**config.mk**
```make
export PLATFORM = sky130hd
export DESIGN_NAME = plt_ctrl
export DESIGN_NICKNAME = d
export VERILOG_FILES = /design/src/rtl/core/plt_pkg.sv /design/src/rtl/core/plt_ctrl.sv
export SDC_FILE = /design/constraint.sdc
export NUM_CORES = 1
export LEC_CHECK = 0
export BUFFER_PORTS_ARGS = -buffer_cell sky130_fd_sc_hd__buf_2
export CAP_MARGIN = 10
export CORE_MARGIN = 8
export CORE_UTILIZATION = 51
export CTS_BUF_LIST = sky130_fd_sc_hd__clkbuf_8
export CTS_CLUSTER_DIAMETER = 100
export DETAILED_ROUTE_END_ITERATION = 12
export GPL_TIMING_DRIVEN = 0
export PLACE_DENSITY = 0.73
export SLEW_MARGIN = 15
export SYNTH_ARGS = -nofsm -noshare
export SYNTH_HDL_FRONTEND = slang
export SYNTH_SLANG_ARGS = --single-unit
export TNS_END_PERCENT = 50
```
**constraint.sdc**
```tcl
create_clock -name i_clk -period 4.8 [get_ports i_clk]
set_input_delay 0.48 -clock i_clk [delete_from_list [all_inputs] [get_ports i_clk]]
set_output_delay 0.48 -clock i_clk [all_outputs]
set_load 0.005 [all_outputs]
```
**src/rtl/core/plt_pkg.sv**
```systemverilog
// Shared types, operation codes and sequencing constants for the position ledger table.
package plt_pkg;

    localparam int unsigned TICKERS_DEF = 1024;

    // item operation codes
    localparam logic [2:0] OP_PEND   = 3'd0;
    localparam logic [2:0] OP_FILL   = 3'd1;
    localparam logic [2:0] OP_MANUAL = 3'd2;
    localparam logic [2:0] OP_PROFIT = 3'd3;
    localparam logic [2:0] OP_LOAD   = 3'd4;

    // order offsets
    localparam logic [1:0] OFF_OPEN     = 2'd0;
    localparam logic [1:0] OFF_CLOSE    = 2'd1;
    localparam logic [1:0] OFF_CLOSE_YD = 2'd3;

    // result status codes
    localparam logic [1:0] STS_OK        = 2'd0;
    localparam logic [1:0] STS_UNKNOWN   = 2'd1;
    localparam logic [1:0] STS_SHORT_POS = 2'd2;
    localparam logic [1:0] STS_INVALID   = 2'd3;

    // datapath commands
    localparam logic [3:0] CMD_NONE    = 4'd0;
    localparam logic [3:0] CMD_CLEAR   = 4'd1;
    localparam logic [3:0] CMD_LATCH   = 4'd2;
    localparam logic [3:0] CMD_MOD     = 4'd3;
    localparam logic [3:0] CMD_READ    = 4'd4;
    localparam logic [3:0] CMD_APPLY   = 4'd5;
    localparam logic [3:0] CMD_MUL     = 4'd6;
    localparam logic [3:0] CMD_NUM     = 4'd7;
    localparam logic [3:0] CMD_DIVINIT = 4'd8;
    localparam logic [3:0] CMD_DIV     = 4'd9;
    localparam logic [3:0] CMD_COST    = 4'd10;
    localparam logic [3:0] CMD_P1      = 4'd11;
    localparam logic [3:0] CMD_PROFIT  = 4'd12;
    localparam logic [3:0] CMD_WRITE   = 4'd13;

    // multiplier operand pairs
    localparam logic [1:0] MSEL_HCOST  = 2'd0;  // old holdings * |cost|
    localparam logic [1:0] MSEL_QPRICE = 2'd1;  // fill qty * |price|
    localparam logic [1:0] MSEL_HSIZE  = 2'd2;  // holdings * contract size
    localparam logic [1:0] MSEL_PDIFF  = 2'd3;  // (holdings*size) * |price diff|

    localparam logic [5:0] MOD_LAST = 6'd9;
    localparam logic [5:0] MUL_LAST = 6'd4;
    localparam logic [5:0] DIV_LAST = 6'd40;

    typedef struct packed {
        logic [2:0]         op;
        logic [9:0]         ticker;
        logic               direction;
        logic [1:0]         offset;
        logic signed [31:0] quantity;
        logic signed [47:0] price;
        logic signed [47:0] ask_price;
    } t_item;

    typedef struct packed {
        logic [30:0]        held;
        logic [30:0]        yday;
        logic [30:0]        openw;
        logic [30:0]        closew;
        logic signed [48:0] cost;
        logic signed [63:0] profit;
    } t_rec;

    typedef struct packed {
        logic               valid;
        logic signed [31:0] size;
        t_rec [1:0]         rec;
    } t_row;

    typedef struct packed {
        logic [3:0] op;
        logic [1:0] sel;
        logic [5:0] cnt;
        logic       side;
    } t_cmd;

    typedef struct packed {
        logic clr_last;
        logic need_div;
        logic need_long;
        logic need_short;
    } t_sts;

    typedef struct packed {
        logic [1:0]         status;
        logic               notify;
        logic [9:0]         ticker_out;
        logic               side;
        logic [30:0]        holdings_out;
        logic [30:0]        yesterday_out;
        logic [30:0]        open_pending_out;
        logic [30:0]        close_pending_out;
        logic signed [47:0] cost_out;
        logic signed [63:0] profit_out;
        logic               last;
    } t_res;

endpackage

```
**src/rtl/core/plt_ctrl.sv**
```systemverilog
// Ledger controller: sequences clearing, lookup, update, multiply, divide and result output.
module plt_ctrl (
    input  logic          i_clk,
    input  logic          i_rst_n,
    input  logic          i_in_valid,
    output logic          o_in_ready,
    output logic          o_out_valid,
    input  logic          i_out_ready,
    input  plt_pkg::t_sts i_sts,
    output plt_pkg::t_cmd o_cmd
);
    import plt_pkg::*;

    localparam logic [4:0] S_CLEAR = 5'd0;
    localparam logic [4:0] S_IDLE  = 5'd1;
    localparam logic [4:0] S_MOD   = 5'd2;
    localparam logic [4:0] S_READ  = 5'd3;
    localparam logic [4:0] S_APPLY = 5'd4;
    localparam logic [4:0] S_DISP  = 5'd5;
    localparam logic [4:0] S_MULA  = 5'd6;
    localparam logic [4:0] S_NUMA  = 5'd7;
    localparam logic [4:0] S_MULB  = 5'd8;
    localparam logic [4:0] S_NUMB  = 5'd9;
    localparam logic [4:0] S_DIVI  = 5'd10;
    localparam logic [4:0] S_DIV   = 5'd11;
    localparam logic [4:0] S_COST  = 5'd12;
    localparam logic [4:0] S_PMUL1 = 5'd13;
    localparam logic [4:0] S_P1    = 5'd14;
    localparam logic [4:0] S_PMUL2 = 5'd15;
    localparam logic [4:0] S_PROF  = 5'd16;
    localparam logic [4:0] S_WRITE = 5'd17;
    localparam logic [4:0] S_OUT0  = 5'd18;
    localparam logic [4:0] S_OUT1  = 5'd19;

    logic [4:0] r_state;
    logic [4:0] n_state;
    logic [5:0] r_cnt;
    logic [5:0] n_cnt;
    logic       r_pside;
    logic       n_pside;

    always_comb begin
        n_state     = r_state;
        n_cnt       = r_cnt;
        n_pside     = r_pside;
        o_in_ready  = 1'b0;
        o_out_valid = 1'b0;
        o_cmd       = '{op: CMD_NONE, sel: MSEL_HCOST, cnt: r_cnt, side: r_pside};
        unique case (r_state)
            S_CLEAR: begin
                o_cmd.op = CMD_CLEAR;
                if (i_sts.clr_last) n_state = S_IDLE;
            end
            S_IDLE: begin
                o_in_ready = 1'b1;
                if (i_in_valid) begin
                    o_cmd.op = CMD_LATCH;
                    n_cnt    = MOD_LAST;
                    n_state  = S_MOD;
                end
            end
            S_MOD: begin
                o_cmd.op = CMD_MOD;
                if (r_cnt == 6'd0) n_state = S_READ;
                else               n_cnt   = r_cnt - 6'd1;
            end
            S_READ: begin
                o_cmd.op = CMD_READ;
                n_state  = S_APPLY;
            end
            S_APPLY: begin
                o_cmd.op = CMD_APPLY;
                n_state  = S_DISP;
            end
            S_DISP: begin
                n_cnt = 6'd0;
                if (i_sts.need_div) begin
                    n_state = S_MULA;
                end else if (i_sts.need_long) begin
                    n_pside = 1'b0;
                    n_state = S_PMUL1;
                end else if (i_sts.need_short) begin
                    n_pside = 1'b1;
                    n_state = S_PMUL1;
                end else begin
                    n_state = S_WRITE;
                end
            end
            S_MULA, S_MULB, S_PMUL1, S_PMUL2: begin
                o_cmd.op = CMD_MUL;
                case (r_state)
                    S_MULA:  o_cmd.sel = MSEL_HCOST;
                    S_MULB:  o_cmd.sel = MSEL_QPRICE;
                    S_PMUL1: o_cmd.sel = MSEL_HSIZE;
                    default: o_cmd.sel = MSEL_PDIFF;
                endcase
                n_cnt = r_cnt + 6'd1;
                if (r_cnt == MUL_LAST) begin
                    n_cnt = 6'd0;
                    case (r_state)
                        S_MULA:  n_state = S_NUMA;
                        S_MULB:  n_state = S_NUMB;
                        S_PMUL1: n_state = S_P1;
                        default: n_state = S_PROF;
                    endcase
                end
            end
            S_NUMA: begin
                o_cmd.op  = CMD_NUM;
                o_cmd.cnt = 6'd0;
                n_state   = S_MULB;
            end
            S_NUMB: begin
                o_cmd.op  = CMD_NUM;
                o_cmd.cnt = 6'd1;
                n_state   = S_DIVI;
            end
            S_DIVI: begin
                o_cmd.op = CMD_DIVINIT;
                n_cnt    = 6'd0;
                n_state  = S_DIV;
            end
            S_DIV: begin
                o_cmd.op = CMD_DIV;
                n_cnt    = r_cnt + 6'd1;
                if (r_cnt == DIV_LAST) n_state = S_COST;
            end
            S_COST: begin
                o_cmd.op = CMD_COST;
                n_state  = S_WRITE;
            end
            S_P1: begin
                o_cmd.op = CMD_P1;
                n_cnt    = 6'd0;
                n_state  = S_PMUL2;
            end
            S_PROF: begin
                o_cmd.op = CMD_PROFIT;
                n_cnt    = 6'd0;
                if (!r_pside && i_sts.need_short) begin
                    n_pside = 1'b1;
                    n_state = S_PMUL1;
                end else begin
                    n_state = S_WRITE;
                end
            end
            S_WRITE: begin
                o_cmd.op = CMD_WRITE;
                n_state  = S_OUT0;
            end
            S_OUT0: begin
                o_cmd.side  = 1'b0;
                o_out_valid = 1'b1;
                if (i_out_ready) n_state = S_OUT1;
            end
            S_OUT1: begin
                o_cmd.side  = 1'b1;
                o_out_valid = 1'b1;
                if (i_out_ready) n_state = S_IDLE;
            end
            default: begin
                n_state = S_IDLE;
            end
        endcase
    end

    always_ff @(posedge i_clk) begin
        if (!i_rst_n) begin
            r_state <= S_CLEAR;
            r_cnt   <= '0;
            r_pside <= 1'b0;
        end else begin
            r_state <= n_state;
            r_cnt   <= n_cnt;
            r_pside <= n_pside;
        end
    end

endmodule

```
==> results of run 1 <==
==> area by class of cell <==
type,instances,area share (%)
Multi-Input combinational cell,173,66.1
Buffer,15,4.70
Clock buffer,4,3.28
Sequential cell,12,14.3
Tap cell,31,2.31
Timing Repair Buffer,22,6.56
Inverter,12,2.68
==> final timing paths <==
kind,from,end
max,r_state[3],o_cmd[6]
min,i_sts[1],r_pside
max reg2reg,r_cnt[0],r_cnt[4]
min reg2reg,r_pside,r_pside
==> routing by layer <==
| layer | GRT usage (%) | part of all wire, % | routed length [µm] | vias up |
|---|---|---|---|---|
| met5 | 0 | 0 | 0 | - |
| met4 | 8.04 | 3.7 | 177 | 0 |
| met3 | 4.72 | 10 | 478 | 20 |
| met2 | 30.5 | 46 | 2210 | 112 |
| met1 | 23.1 | 40 | 1900 | 812 |
| li1 | - | - | - | 859 |
==> cells by family (layout without fill, tap and decap cells) <==
kind of cell	after synthesis	after routing	share of synthesized area [%]
AND/OR/NAND/NOR	78	78	30.1
buffers and inverters	27	53	8.40
XOR/XNOR	6	6	3.57
AO/OA/AOI/OAI	86	86	39.2
flip-flops	12	12	16.3
adder cells (fa/ha/maj)	2	2	1.70
multiplexers	1	1	0.764
==> per-stage QoR <==
step                      setup WS [ns]  std cells  power (µW)  hold slack, ns
final                              2.30        269         957           0.467
after global routing               2.12        269        1030           0.463
after CTS                          2.30        269         943           0.461
after detailed placement           2.58        265         829           0.563
after global placement             2.58        265         829           0.558
after floorplan                    2.89        212         657           0.506
==> worst max-delay path, stage by stage (launching register included) <==
cell,delay [ns]
sky130_fd_sc_hd__dfxtp_1,0.46
sky130_fd_sc_hd__buf_2,0.29
sky130_fd_sc_hd__buf_1,0.40
sky130_fd_sc_hd__o22ai_1,0.27
sky130_fd_sc_hd__a21boi_0,0.22
sky130_fd_sc_hd__buf_2,0.14
==> flip-flops by register name, indices dropped and copies added, names as in the netlist <==
name / count
r_cnt: 6
r_pside: 1
r_state: 5
==> layout by cell type (no fill, tap or decap), types with 5 or more instances in the layout <==
master / n
sky130_fd_sc_hd__nor4_1: 5
sky130_fd_sc_hd__nor3_1: 11
sky130_fd_sc_hd__xnor2_1: 6
sky130_fd_sc_hd__nand2_1: 14
sky130_fd_sc_hd__buf_2: 31
sky130_fd_sc_hd__nor2_1: 17
sky130_fd_sc_hd__nand2b_1: 8
sky130_fd_sc_hd__a21oi_1: 19
sky130_fd_sc_hd__o21ai_0: 18
sky130_fd_sc_hd__inv_1: 8
sky130_fd_sc_hd__a31oi_1: 7
sky130_fd_sc_hd__dfxtp_1: 12
sky130_fd_sc_hd__nand3_1: 8
==> where the power goes <==
part | total [µW] | switching (µW) | internal (µW)
registers | 150 | 27.6 | 122
logic | 695 | 431 | 265
clock network | 112 | 39.4 | 72.6
==> flow_summary.rst, run 1 <==
.. list-table::
   :header-rows: 1

   * - Metric
     - Value
   * - Required arrival time at the worst endpoint
     - 4.32 ns
   * - Starting density of the core
     - 53.4%
   * - CTS clock-pin slew for the worst setup and hold paths
     - 0.05 ns
   * - Pin count of the biggest net entering global routing
     - 11
   * - Number of buffers inserted for hold repair after clock tree synthesis
     - 0
   * - Routed vias/inst
     - 6.70
   * - Sequential element share of the synthesized area
     - 16.3%
   * - F_max
     - 400 MHz
   * - MaxCap Viol Count
     - 0
   * - Most used standard cells in the synthesized netlist
     - sky130_fd_sc_hd__a21oi_1 (19), sky130_fd_sc_hd__o21ai_0 (18), sky130_fd_sc_hd__nor2_1 (17)
   * - Number of global-route vias before repair
     - 1645
   * - Top-area cell type share of the netlist area
     - 16.3%
   * - Clock period minus worst slack
     - 2.50 ns
   * - GRT Total Usage
     - 18.9%
   * - Transition time of the tightest slew-check pin
     - 0.471 ns
   * - Clock buffer depth
     - 2
   * - Most used flip-flop cell after synthesis
     - sky130_fd_sc_hd__dfxtp_1
   * - Result of the run
     - completed
   * - Number of nets still failing antenna checks after routing
     - 0
   * - Power per cell area
     - 571 mW/mm²
   * - Number of remaining DRC errors
     - 0
   * - Setup repair after global routing missed its margin
     - false
   * - H-tree levels
     - 1
   * - DIE WIDTH
     - 69.8 µm
   * - N_diodes
     - 0
   * - Number of ports placed on the die boundary
     - 23
   * - Area taken by multi-input logic gates
     - 0.00111 mm²
   * - Number of cells on the worst reg-to-reg path
     - 8
   * - Yosys reg bits
     - 12
   * - Half-perimeter wire length of the detailed placement result
     - 3600 µm
   * - Final Setup Violations
     - 0
   * - Max Transition Viols Final
     - 0
   * - Hold Path Depth
     - 2
   * - Final std cell area, no fill
     - 0.00168 mm²
   * - Floorplan die height
     - 69.8 µm
   * - Net count reported at finish
     - 249
   * - Total number of vias
     - 1803
   * - Count of flip-flops with a built-in enable after synthesis
     - 0
   * - Mapped Cells
     - 212
   * - Worst ir drop on vdd
     - 0.382 mV
   * - Initial drt markers
     - 153
   * - Worst Path Max Fanout
     - 10
   * - Hold crit path type
     - in -> reg
   * - Total negative slack for setup checks
     - 0 ns
   * - Count of standard-cell rows
     - 19
   * - Worst path arrival time
     - 2.02 ns
   * - Unique masters post-synth
     - 57
   * - Total Wirelength
     - 4770 µm
   * - Max-Slew Margin vs Limit
     - 68.3%
   * - Per-instance average area after synthesis
     - 6.95 µm²
   * - CTS tree
     - built
   * - Register area
     - 240 µm²
   * - Post-synthesis cell area
     - 0.00147 mm²
   * - Leakage power summed over all cells
     - 0.000666 µW
   * - Crit. End Element
     - primary output
   * - Total clock buffers created by CTS
     - 3
   * - Most area-hungry cell type in the Yosys netlist
     - sky130_fd_sc_hd__dfxtp_1
   * - Residual overflow from global routing
     - 0
   * - Post-CTS resize count
     - 0
   * - Clock skew after layout
     - 0.00383 ns
   * - Internal reg-to-reg setup slack
     - 2.56 ns
   * - First-pass DRT Iterations
     - 5
   * - Overall die area
     - 0.00487 mm²
   * - Ratio of final minimum period to clock period
     - 52.1%
   * - Worst-Skew Late Latency
     - 0.24 ns
   * - Root buffer selected by CTS
     - sky130_fd_sc_hd__clkbuf_8
   * - End-of-flow core utilization
     - 60.8%
   * - Placed inst area
     - 0.00162 mm²
   * - Fraction of final layout cells sized beyond drive strength 1
     - 22.7%
   * - Crit path kind
     - reg -> out
   * - Number of buffers inserted to repair setup after CTS
     - 0
   * - Routability Congestion
     - 0.949
   * - Top area cells in the synthesized netlist
     - sky130_fd_sc_hd__dfxtp_1 (16%), sky130_fd_sc_hd__a21oi_1 (6.5%), sky130_fd_sc_hd__o21ai_0 (6.1%)
   * - Per-cell routed wire length
     - 17.7 µm
   * - Initial antenna violation count
     - 0
   * - Count of input and output buffers
     - 22
   * - Syn. warnings
     - 0
   * - First-pass GRT wire length
     - 7890 µm
   * - Fill cell total of the finished layout
     - 266
   * - Net count after synthesis
     - 222
   * - Category of the worst setup path launch point
     - register
   * - Dominant cell by count in the synthesized netlist
     - sky130_fd_sc_hd__a21oi_1
   * - Core Box Area
     - 0.00276 mm²
   * - Number of sinks handled by clock tree synthesis
     - 12
   * - Final Hold Viols
     - 0
   * - Area added between synthesis and finish
     - 13.8%
   * - Share of synthesized registers carrying an async set or reset
     - 0%
Power figures use the tool's default switching activity.
==> run 2: changes to the inputs <==
==> constraint.sdc (replaced) <==
create_clock -name i_clk -period 2.4 [get_ports i_clk]
set_input_delay 0.24 -clock i_clk [delete_from_list [all_inputs] [get_ports i_clk]]
set_output_delay 0.24 -clock i_clk [all_outputs]
set_load 0.005 [all_outputs]
==> run 2 against run 1 <==
  * Wire length decreased by 1.3%
  * Combinational power is 100% higher
  * Hold slack lost 0.24 ns
  * Largest cell class unchanged
==> flow_summary.rst, run 2 (synthesis results as in run 1) <==
.. list-table::
   :header-rows: 1

   * - Metric
     - Value
   * - Proportion of power drawn by the clock network
     - 11.7% (about the same)
   * - Largest registers
     - r_cnt x6, r_state x5, r_pside x1 (unchanged)
   * - Root buffer selected by CTS
     - sky130_fd_sc_hd__clkbuf_8 (unchanged)
   * - Starting density of the core
     - 53.4% (unchanged)
   * - Total number of vias
     - 1796 (was 1803)
   * - Count of standard-cell rows
     - 19 (unchanged)
   * - Count of input and output buffers
     - 22 (unchanged)
   * - Result of the run
     - completed (unchanged)
   * - Ratio of final minimum period to clock period
     - 93.3%
   * - Number of cells on the worst reg-to-reg path
     - 8 (unchanged)
   * - Worst-Skew Late Latency
     - 0.24 ns (about the same)
   * - Max Transition Viols Final
     - 0 (unchanged)
   * - Routing usage on met2
     - 30.5% (unchanged)
   * - Internal power
     - 922 µW (was 459 µW)
   * - Number of ports placed on the die boundary
     - 23 (unchanged)
   * - Core Box Area
     - 0.00276 mm² (unchanged)
   * - Crit path kind
     - reg -> reg (was reg -> out)
   * - Pin count of the biggest net entering global routing
     - 11 (unchanged)
   * - MaxCap Viol Count
     - 0 (unchanged)
   * - Routing usage on met3
     - 4.72% (unchanged)
   * - Area added between synthesis and finish
     - 14.3% (was 13.8%)
   * - Overall die area
     - 0.00487 mm² (unchanged)
   * - Worst Path Max Fanout
     - 7 (was 10)
   * - Routed vias/inst
     - 6.68 (was 6.70)
   * - Worst Slack Setup Final
     - 0.161 ns (was 2.30 ns)
   * - Floorplan die height
     - 69.8 µm (unchanged)
   * - Required arrival time at the worst endpoint
     - 2.56 ns (was 4.32 ns)
   * - Category of the worst setup path launch point
     - register (unchanged)
   * - Top reg by flops
     - r_cnt (unchanged)
   * - Leakage power summed over all cells
     - 0.000668 µW (was 0.000666 µW)
   * - CTS clock-pin slew for the worst setup and hold paths
     - 0.05 ns (about the same)
   * - Residual overflow from global routing
     - 0 (unchanged)
   * - Worst path arrival time
     - 2.40 ns (was 2.02 ns)
   * - Clock skew after layout
     - 0.00107 ns (was 0.00383 ns)
   * - Initial antenna violation count
     - 0 (unchanged)
   * - Number of buffers inserted for hold repair after clock tree synthesis
     - 0 (unchanged)
   * - Crit. End Element
     - register (was primary output)
   * - Switching power total
     - 992 µW (was 498 µW)
   * - Power per cell area
     - 1140 mW/mm² (was 571 mW/mm²)
   * - Number of buffers inserted to repair setup after CTS
     - 0 (unchanged)
   * - Most utilized layer in the global route result
     - met2 (unchanged)
   * - F_max
     - 447 MHz
   * - Worst ir drop on vdd
     - 0.763 mV (was 0.382 mV)
   * - H-tree levels
     - 1 (unchanged)
   * - Number of cells in the finished layout apart from fillers
     - 269 (unchanged)
   * - First-pass DRT Iterations
     - 5 (unchanged)
   * - Fill cell total of the finished layout
     - 267 (was 266)
   * - Hold Path Depth
     - 2 (unchanged)
   * - Half-perimeter wire length of the detailed placement result
     - 3600 µm (unchanged)
   * - Total Wirelength
     - 4710 µm (was 4770 µm)
   * - Setup repair after global routing missed its margin
     - false (unchanged)
   * - Share of power burned in combinational logic
     - 72.7% (was 72.6%)
   * - Most common library cell in the layout ignoring fill and taps
     - sky130_fd_sc_hd__buf_2 (unchanged)
   * - Clock period minus worst slack
     - 2.24 ns
   * - GRT Total Usage
     - 18.9% (unchanged)
   * - First-pass GRT wire length
     - 7890 µm (unchanged)
   * - Placement-stage worst setup slack
     - 0.188 ns (was 2.58 ns)
   * - Total negative slack for setup checks
     - 0 ns (unchanged)
   * - Routability Congestion
     - 0.949 (unchanged)
   * - Fraction of final layout cells sized beyond drive strength 1
     - 23.1% (was 22.7%)
   * - Switching part of the total
     - 51.8% (was 52.0%)
   * - Clock buffer depth
     - 2 (unchanged)
   * - Net count reported at finish
     - 249 (unchanged)
   * - CTS tree
     - built (unchanged)
   * - Final Hold Viols
     - 0 (unchanged)
   * - M1 GR Usage
     - 23.1% (unchanged)
   * - Number of global-route vias before repair
     - 1645 (unchanged)
   * - Sequential cell fraction of total power
     - 15.6% (was 15.7%)
   * - Total instance count after detailed placement
     - 265 (unchanged)
   * - Number of remaining DRC errors
     - 0 (unchanged)
   * - Final Setup Violations
     - 0 (unchanged)
   * - Max-Slew Margin vs Limit
     - 65.9% (was 68.3%)
   * - Initial drt markers
     - 150 (was 153)
   * - Hold crit path type
     - in -> reg (unchanged)
   * - Commonest cells after routing, fill and taps aside
     - sky130_fd_sc_hd__buf_2 (31), sky130_fd_sc_hd__a21oi_1 (19), sky130_fd_sc_hd__o21ai_0 (18), sky130_fd_sc_hd__nor2_1 (17), sky130_fd_sc_hd__nand2_1 (14) (unchanged)
   * - Number of nets still failing antenna checks after routing
     - 0 (unchanged)
   * - N_diodes
     - 0 (unchanged)
   * - Transition time of the tightest slew-check pin
     - 0.511 ns (was 0.471 ns)
   * - Total clock buffers created by CTS
     - 3 (unchanged)
   * - Per-cell routed wire length
     - 17.5 µm (was 17.7 µm)
   * - Max reg flops
     - 6 (unchanged)
   * - DIE WIDTH
     - 69.8 µm (unchanged)
   * - Number of sinks handled by clock tree synthesis
     - 12 (unchanged)
## run 2: power groups by stage
stage / clock network (µW) / registers [µW] / logic (µW)
finish: 224 / 299 / 1390
floorplan: 0 / 281 / 1030
detailed placement: 0 / 301 / 1360
CTS: 226 / 297 / 1360
global placement: 0 / 302 / 1360
global route: 241 / 305 / 1530
## run 2: final cells by class
class	instances	area [µm²]	area share (%)
flip-flops and latches	12	240	14.3
repair buffers	22	110	6.54
well taps	31	38.8	2.30
clock buffers	4	55.1	3.27
multi-input cells	173	1120	66.3
inverters	12	45.0	2.67
plain buffers	15	78.8	4.68
## run 2: critical path: stages, from the launching register on
cell	delay, ns
sky130_fd_sc_hd__dfxtp_1	0.47
sky130_fd_sc_hd__inv_1	0.10
sky130_fd_sc_hd__ha_1	0.26
sky130_fd_sc_hd__nor4b_4	0.17
sky130_fd_sc_hd__a2111oi_2	0.48
sky130_fd_sc_hd__o31ai_4	0.16
sky130_fd_sc_hd__nor4_1	0.34
sky130_fd_sc_hd__a31oi_1	0.09
sky130_fd_sc_hd__o31ai_1	0.09
## run 2: what timing repair did
item	4_1_cts	5_1_grt
endpoints found under the setup margin	0	2
endpoints found under the hold margin	0	0
resized for setup	0	1
## run 2: final timing paths
| kind | startpoint | endpoint | slack [ns] |
|---|---|---|---|
| worst max-delay path | r_cnt[0] | r_cnt[4] | 0.16 |
| worst min-delay path | i_sts[1] | r_pside | 0.22 |
| worst max register to register | r_cnt[0] | r_cnt[4] | 0.16 |
| worst min register to register | r_pside | r_pside | 0.57 |
## run 2: metal layers
metal	vias up	wire length (µm)
li1	863	-
met3	19	528
met5	-	0
met4	0	159
met2	117	2180
met1	797	1840
## run 2: stage by stage
step	area (µm²)	hold slack (ns)	utilization, %	power (µW)
floorplan	1470	0.352	-	1310
global placement	1620	0.474	58.8	1660
detailed placement	1620	0.478	58.8	1660
CTS	1680	0.221	60.8	1890
global route	1680	0.223	61.1	2070
finish	1680	0.223	61.1	1910
==> run 3: changes to the inputs <==
--- a/config.mk
+++ b/config.mk
@@ -14,6 +14,7 @@
 export DETAILED_ROUTE_END_ITERATION = 12
 export GPL_TIMING_DRIVEN = 0
 export PLACE_DENSITY = 0.73
+export REMOVE_ABC_BUFFERS = 1
 export SLEW_MARGIN = 15
 export SYNTH_ARGS = -nofsm -noshare
 export SYNTH_HDL_FRONTEND = slang
==> run 3 against run 2 <==
  * First-iteration DRC count up 47%
  * Critical endpoint is now r_cnt[0]
  * Largest power group unchanged
  * Cell area down 4.8%
  * Sequential share of layout area up 1.0 points
  * Clock skew up 0.0021 ns
  * Total power down 5.1%
  * Critical path type unchanged
  * Highest routed layer unchanged
  * Sequential power up 58%
  * Die area unchanged
==> flow_summary.rst, run 3 (synthesis results as in run 1) <==
.. list-table::
   :header-rows: 1

   * - Metric
     - Value
   * - Clock buffer depth
     - 2 (unchanged)
   * - Hold crit path type
     - in -> reg (unchanged)
   * - Transition time of the tightest slew-check pin
     - 0.808 ns (was 0.511 ns)
   * - GRT Total Usage
     - 16.7% (was 18.9%)
   * - Placement-stage worst setup slack
     - -0.0381 ns (was 0.188 ns)
   * - Overall die area
     - 0.00487 mm² (unchanged)
   * - Proportion of power drawn by the clock network
     - 11.6% (was 11.7%)
   * - Final std cell area, no fill
     - 0.00160 mm² (was 0.00168 mm²)
   * - Commonest cells after routing, fill and taps aside
     - sky130_fd_sc_hd__buf_2 (22), sky130_fd_sc_hd__a21oi_1 (19), sky130_fd_sc_hd__o21ai_0 (18), sky130_fd_sc_hd__nor2_1 (17), sky130_fd_sc_hd__nand2_1 (14) (was sky130_fd_sc_hd__buf_2 (31), sky130_fd_sc_hd__a21oi_1 (19), sky130_fd_sc_hd__o21ai_0 (18), sky130_fd_sc_hd__nor2_1 (17), sky130_fd_sc_hd__nand2_1 (14))
   * - Category of the worst setup path launch point
     - register (unchanged)
   * - Internal reg-to-reg setup slack
     - 0.16 ns (about the same)
   * - Setup repair after global routing missed its margin
     - false (unchanged)
   * - Share of power burned in combinational logic
     - 62.3% (was 72.7%)
   * - Crit. End Element
     - register (unchanged)
   * - Starting density of the core
     - 53.4% (unchanged)
   * - Leakage power summed over all cells
     - 0.000606 µW (was 0.000668 µW)
   * - Switching power total
     - 947 µW (was 992 µW)
   * - Worst Path Max Fanout
     - 21 (was 7)
   * - Per-cell routed wire length
     - 16.9 µm (was 17.5 µm)
   * - First-pass DRT Iterations
     - 5 (unchanged)
   * - Max Transition Viols Final
     - 0 (unchanged)
   * - Fraction of final layout cells sized beyond drive strength 1
     - 21.1% (was 23.1%)
   * - Floorplan die height
     - 69.8 µm (unchanged)
   * - Number of global-route vias before repair
     - 1530 (was 1645)
   * - Count of standard-cell rows
     - 19 (unchanged)
   * - DIE WIDTH
     - 69.8 µm (unchanged)
   * - Total clock buffers created by CTS
     - 3 (unchanged)
   * - Number of buffers inserted for hold repair after clock tree synthesis
     - 0 (unchanged)
   * - Number of ports placed on the die boundary
     - 23 (unchanged)
   * - Half-perimeter wire length of the detailed placement result
     - 3120 µm (was 3600 µm)
   * - Internal power
     - 869 µW (was 922 µW)
   * - Switching part of the total
     - 52.1% (was 51.8%)
   * - Worst Slack Setup Final
     - 0.156 ns (was 0.161 ns)
   * - Root buffer selected by CTS
     - sky130_fd_sc_hd__clkbuf_8 (unchanged)
   * - H-tree levels
     - 1 (unchanged)
   * - Worst ir drop on vdd
     - 0.915 mV (was 0.763 mV)
   * - First-pass GRT wire length
     - 7130 µm (was 7890 µm)
   * - Most common library cell in the layout ignoring fill and taps
     - sky130_fd_sc_hd__buf_2 (unchanged)
   * - Worst-Skew Late Latency
     - 0.23 ns (was 0.24 ns)
   * - Total negative slack for setup checks
     - 0 ns (unchanged)
   * - Top reg by flops
     - r_cnt (unchanged)
   * - Area added between synthesis and finish
     - 8.83% (was 14.3%)
   * - Count of input and output buffers
     - 22 (unchanged)
   * - Routed vias/inst
     - 6.75 (was 6.68)
   * - MaxCap Viol Count
     - 0 (unchanged)
   * - Max reg flops
     - 6 (unchanged)
   * - Number of nets still failing antenna checks after routing
     - 0 (unchanged)
   * - Worst path arrival time
     - 2.37 ns (was 2.40 ns)
   * - Power per cell area
     - 1130 mW/mm² (was 1140 mW/mm²)
   * - Residual overflow from global routing
     - 0 (unchanged)
   * - Placed inst area
     - 0.00154 mm² (was 0.00162 mm²)
   * - Required arrival time at the worst endpoint
     - 2.53 ns (was 2.56 ns)
   * - Total number of vias
     - 1714 (was 1796)
   * - Ratio of final minimum period to clock period
     - 93.5% (was 93.3%)
   * - Number of sinks handled by clock tree synthesis
     - 12 (unchanged)
   * - Final Hold Viols
     - 0 (unchanged)
   * - Number of cells in the finished layout apart from fillers
     - 254 (was 269)
   * - Number of remaining DRC errors
     - 0 (unchanged)
   * - Initial antenna violation count
     - 0 (unchanged)
   * - Sequential cell fraction of total power
     - 26.1% (was 15.6%)
   * - Result of the run
     - completed (unchanged)
   * - Initial drt markers
     - 221 (was 150)
   * - Total instance count after detailed placement
     - 250 (was 265)
   * - N_diodes
     - 0 (unchanged)
   * - Largest registers
     - r_cnt x6, r_state x5, r_pside x1 (unchanged)
   * - Fill cell total of the finished layout
     - 265 (was 267)
   * - Final Setup Violations
     - 0 (unchanged)
   * - Max-Slew Margin vs Limit
     - 46.0% (was 65.9%)
   * - Net count reported at finish
     - 234 (was 249)
   * - Pin count of the biggest net entering global routing
     - 34 (was 11)
   * - Clock period minus worst slack
     - 2.24 ns (about the same)
   * - Clock skew after layout
     - 0.00313 ns (was 0.00107 ns)
   * - Core Box Area
     - 0.00276 mm² (unchanged)
   * - CTS tree
     - built (unchanged)
   * - Crit path kind
     - reg -> reg (unchanged)
   * - Total Wirelength
     - 4300 µm (was 4710 µm)
   * - F_max
     - 446 MHz (was 447 MHz)
   * - Routability Congestion
     - 0.924 (was 0.949)
   * - CTS clock-pin slew for the worst setup and hold paths
     - 0.05 ns (about the same)
==> run 3: changes by cell type in the layout (fill, tap and decap cells not counted) <==
cell                       delta
sky130_fd_sc_hd__clkbuf_1     -3
sky130_fd_sc_hd__o22ai_2      -1
sky130_fd_sc_hd__buf_6        -1
sky130_fd_sc_hd__dfxtp_2      +4
sky130_fd_sc_hd__buf_2        -9
sky130_fd_sc_hd__buf_4        -1
sky130_fd_sc_hd__buf_1        -1
sky130_fd_sc_hd__dfxtp_1      -4
sky130_fd_sc_hd__o22ai_1      +1
==> run 3: final cells by class <==
type                    count  area (µm²)  share of cell area [%]
clock buffers               4        55.1                    3.43
inverters                  12        45.0                    2.81
well taps                  31        38.8                    2.42
multi-input cells         173        1110                    69.2
repair buffers             22         110                    6.86
flip-flops and latches     12         245                    15.3
==> run 3: per-layer routing <==
metal / global-route usage, % / part of all wire, %
met5: 0 / 0
met4: 5.58 / 1.6
met3: 2.86 / 7.9
met2: 27.2 / 48
met1: 21.4 / 42
==> run 3: final timing paths <==
kind         startpoint        to  depth (start not counted)
max reg2reg  r_state[4]  r_cnt[0]                          6
min            i_sts[1]   r_pside                          2
max          r_state[4]  r_cnt[0]                          6
min reg2reg     r_pside   r_pside                          2
==> run 3: per-stage QoR <==
step	hold slack, ns	util [%]	power [µW]
after detailed placement	0.488	56.0	1570
after global placement	0.484	56.0	1540
after CTS	0.236	58.0	1800
after floorplan	0.352	-	1240
final	0.239	58.2	1820
after global routing	0.243	58.2	1970
==> run 3: timing repair <==
action | 4_1_cts | 5_1_grt
endpoints found under the setup margin | 3 | 12
setup buffers | 0 | 0
gates resized for setup | 1 | 3
==> run 3: critical path: stages (launching register included) <==
cell and delay (ns):
sky130_fd_sc_hd__dfxtp_1 0.84, sky130_fd_sc_hd__inv_2 0.27, sky130_fd_sc_hd__nor3_2 0.39, sky130_fd_sc_hd__nor2_1 0.07
sky130_fd_sc_hd__a41oi_1 0.24, sky130_fd_sc_hd__o31ai_1 0.15, sky130_fd_sc_hd__o211a_1 0.17
==> run 3: power groups by stage <==
stage	Sequential, µW	Clock [µW]	Combinational, µW
after floorplan	397	0	847
after global placement	452	0	1090
after detailed placement	458	0	1110
after CTS	459	217	1120
after global routing	493	229	1250
final	473	211	1130
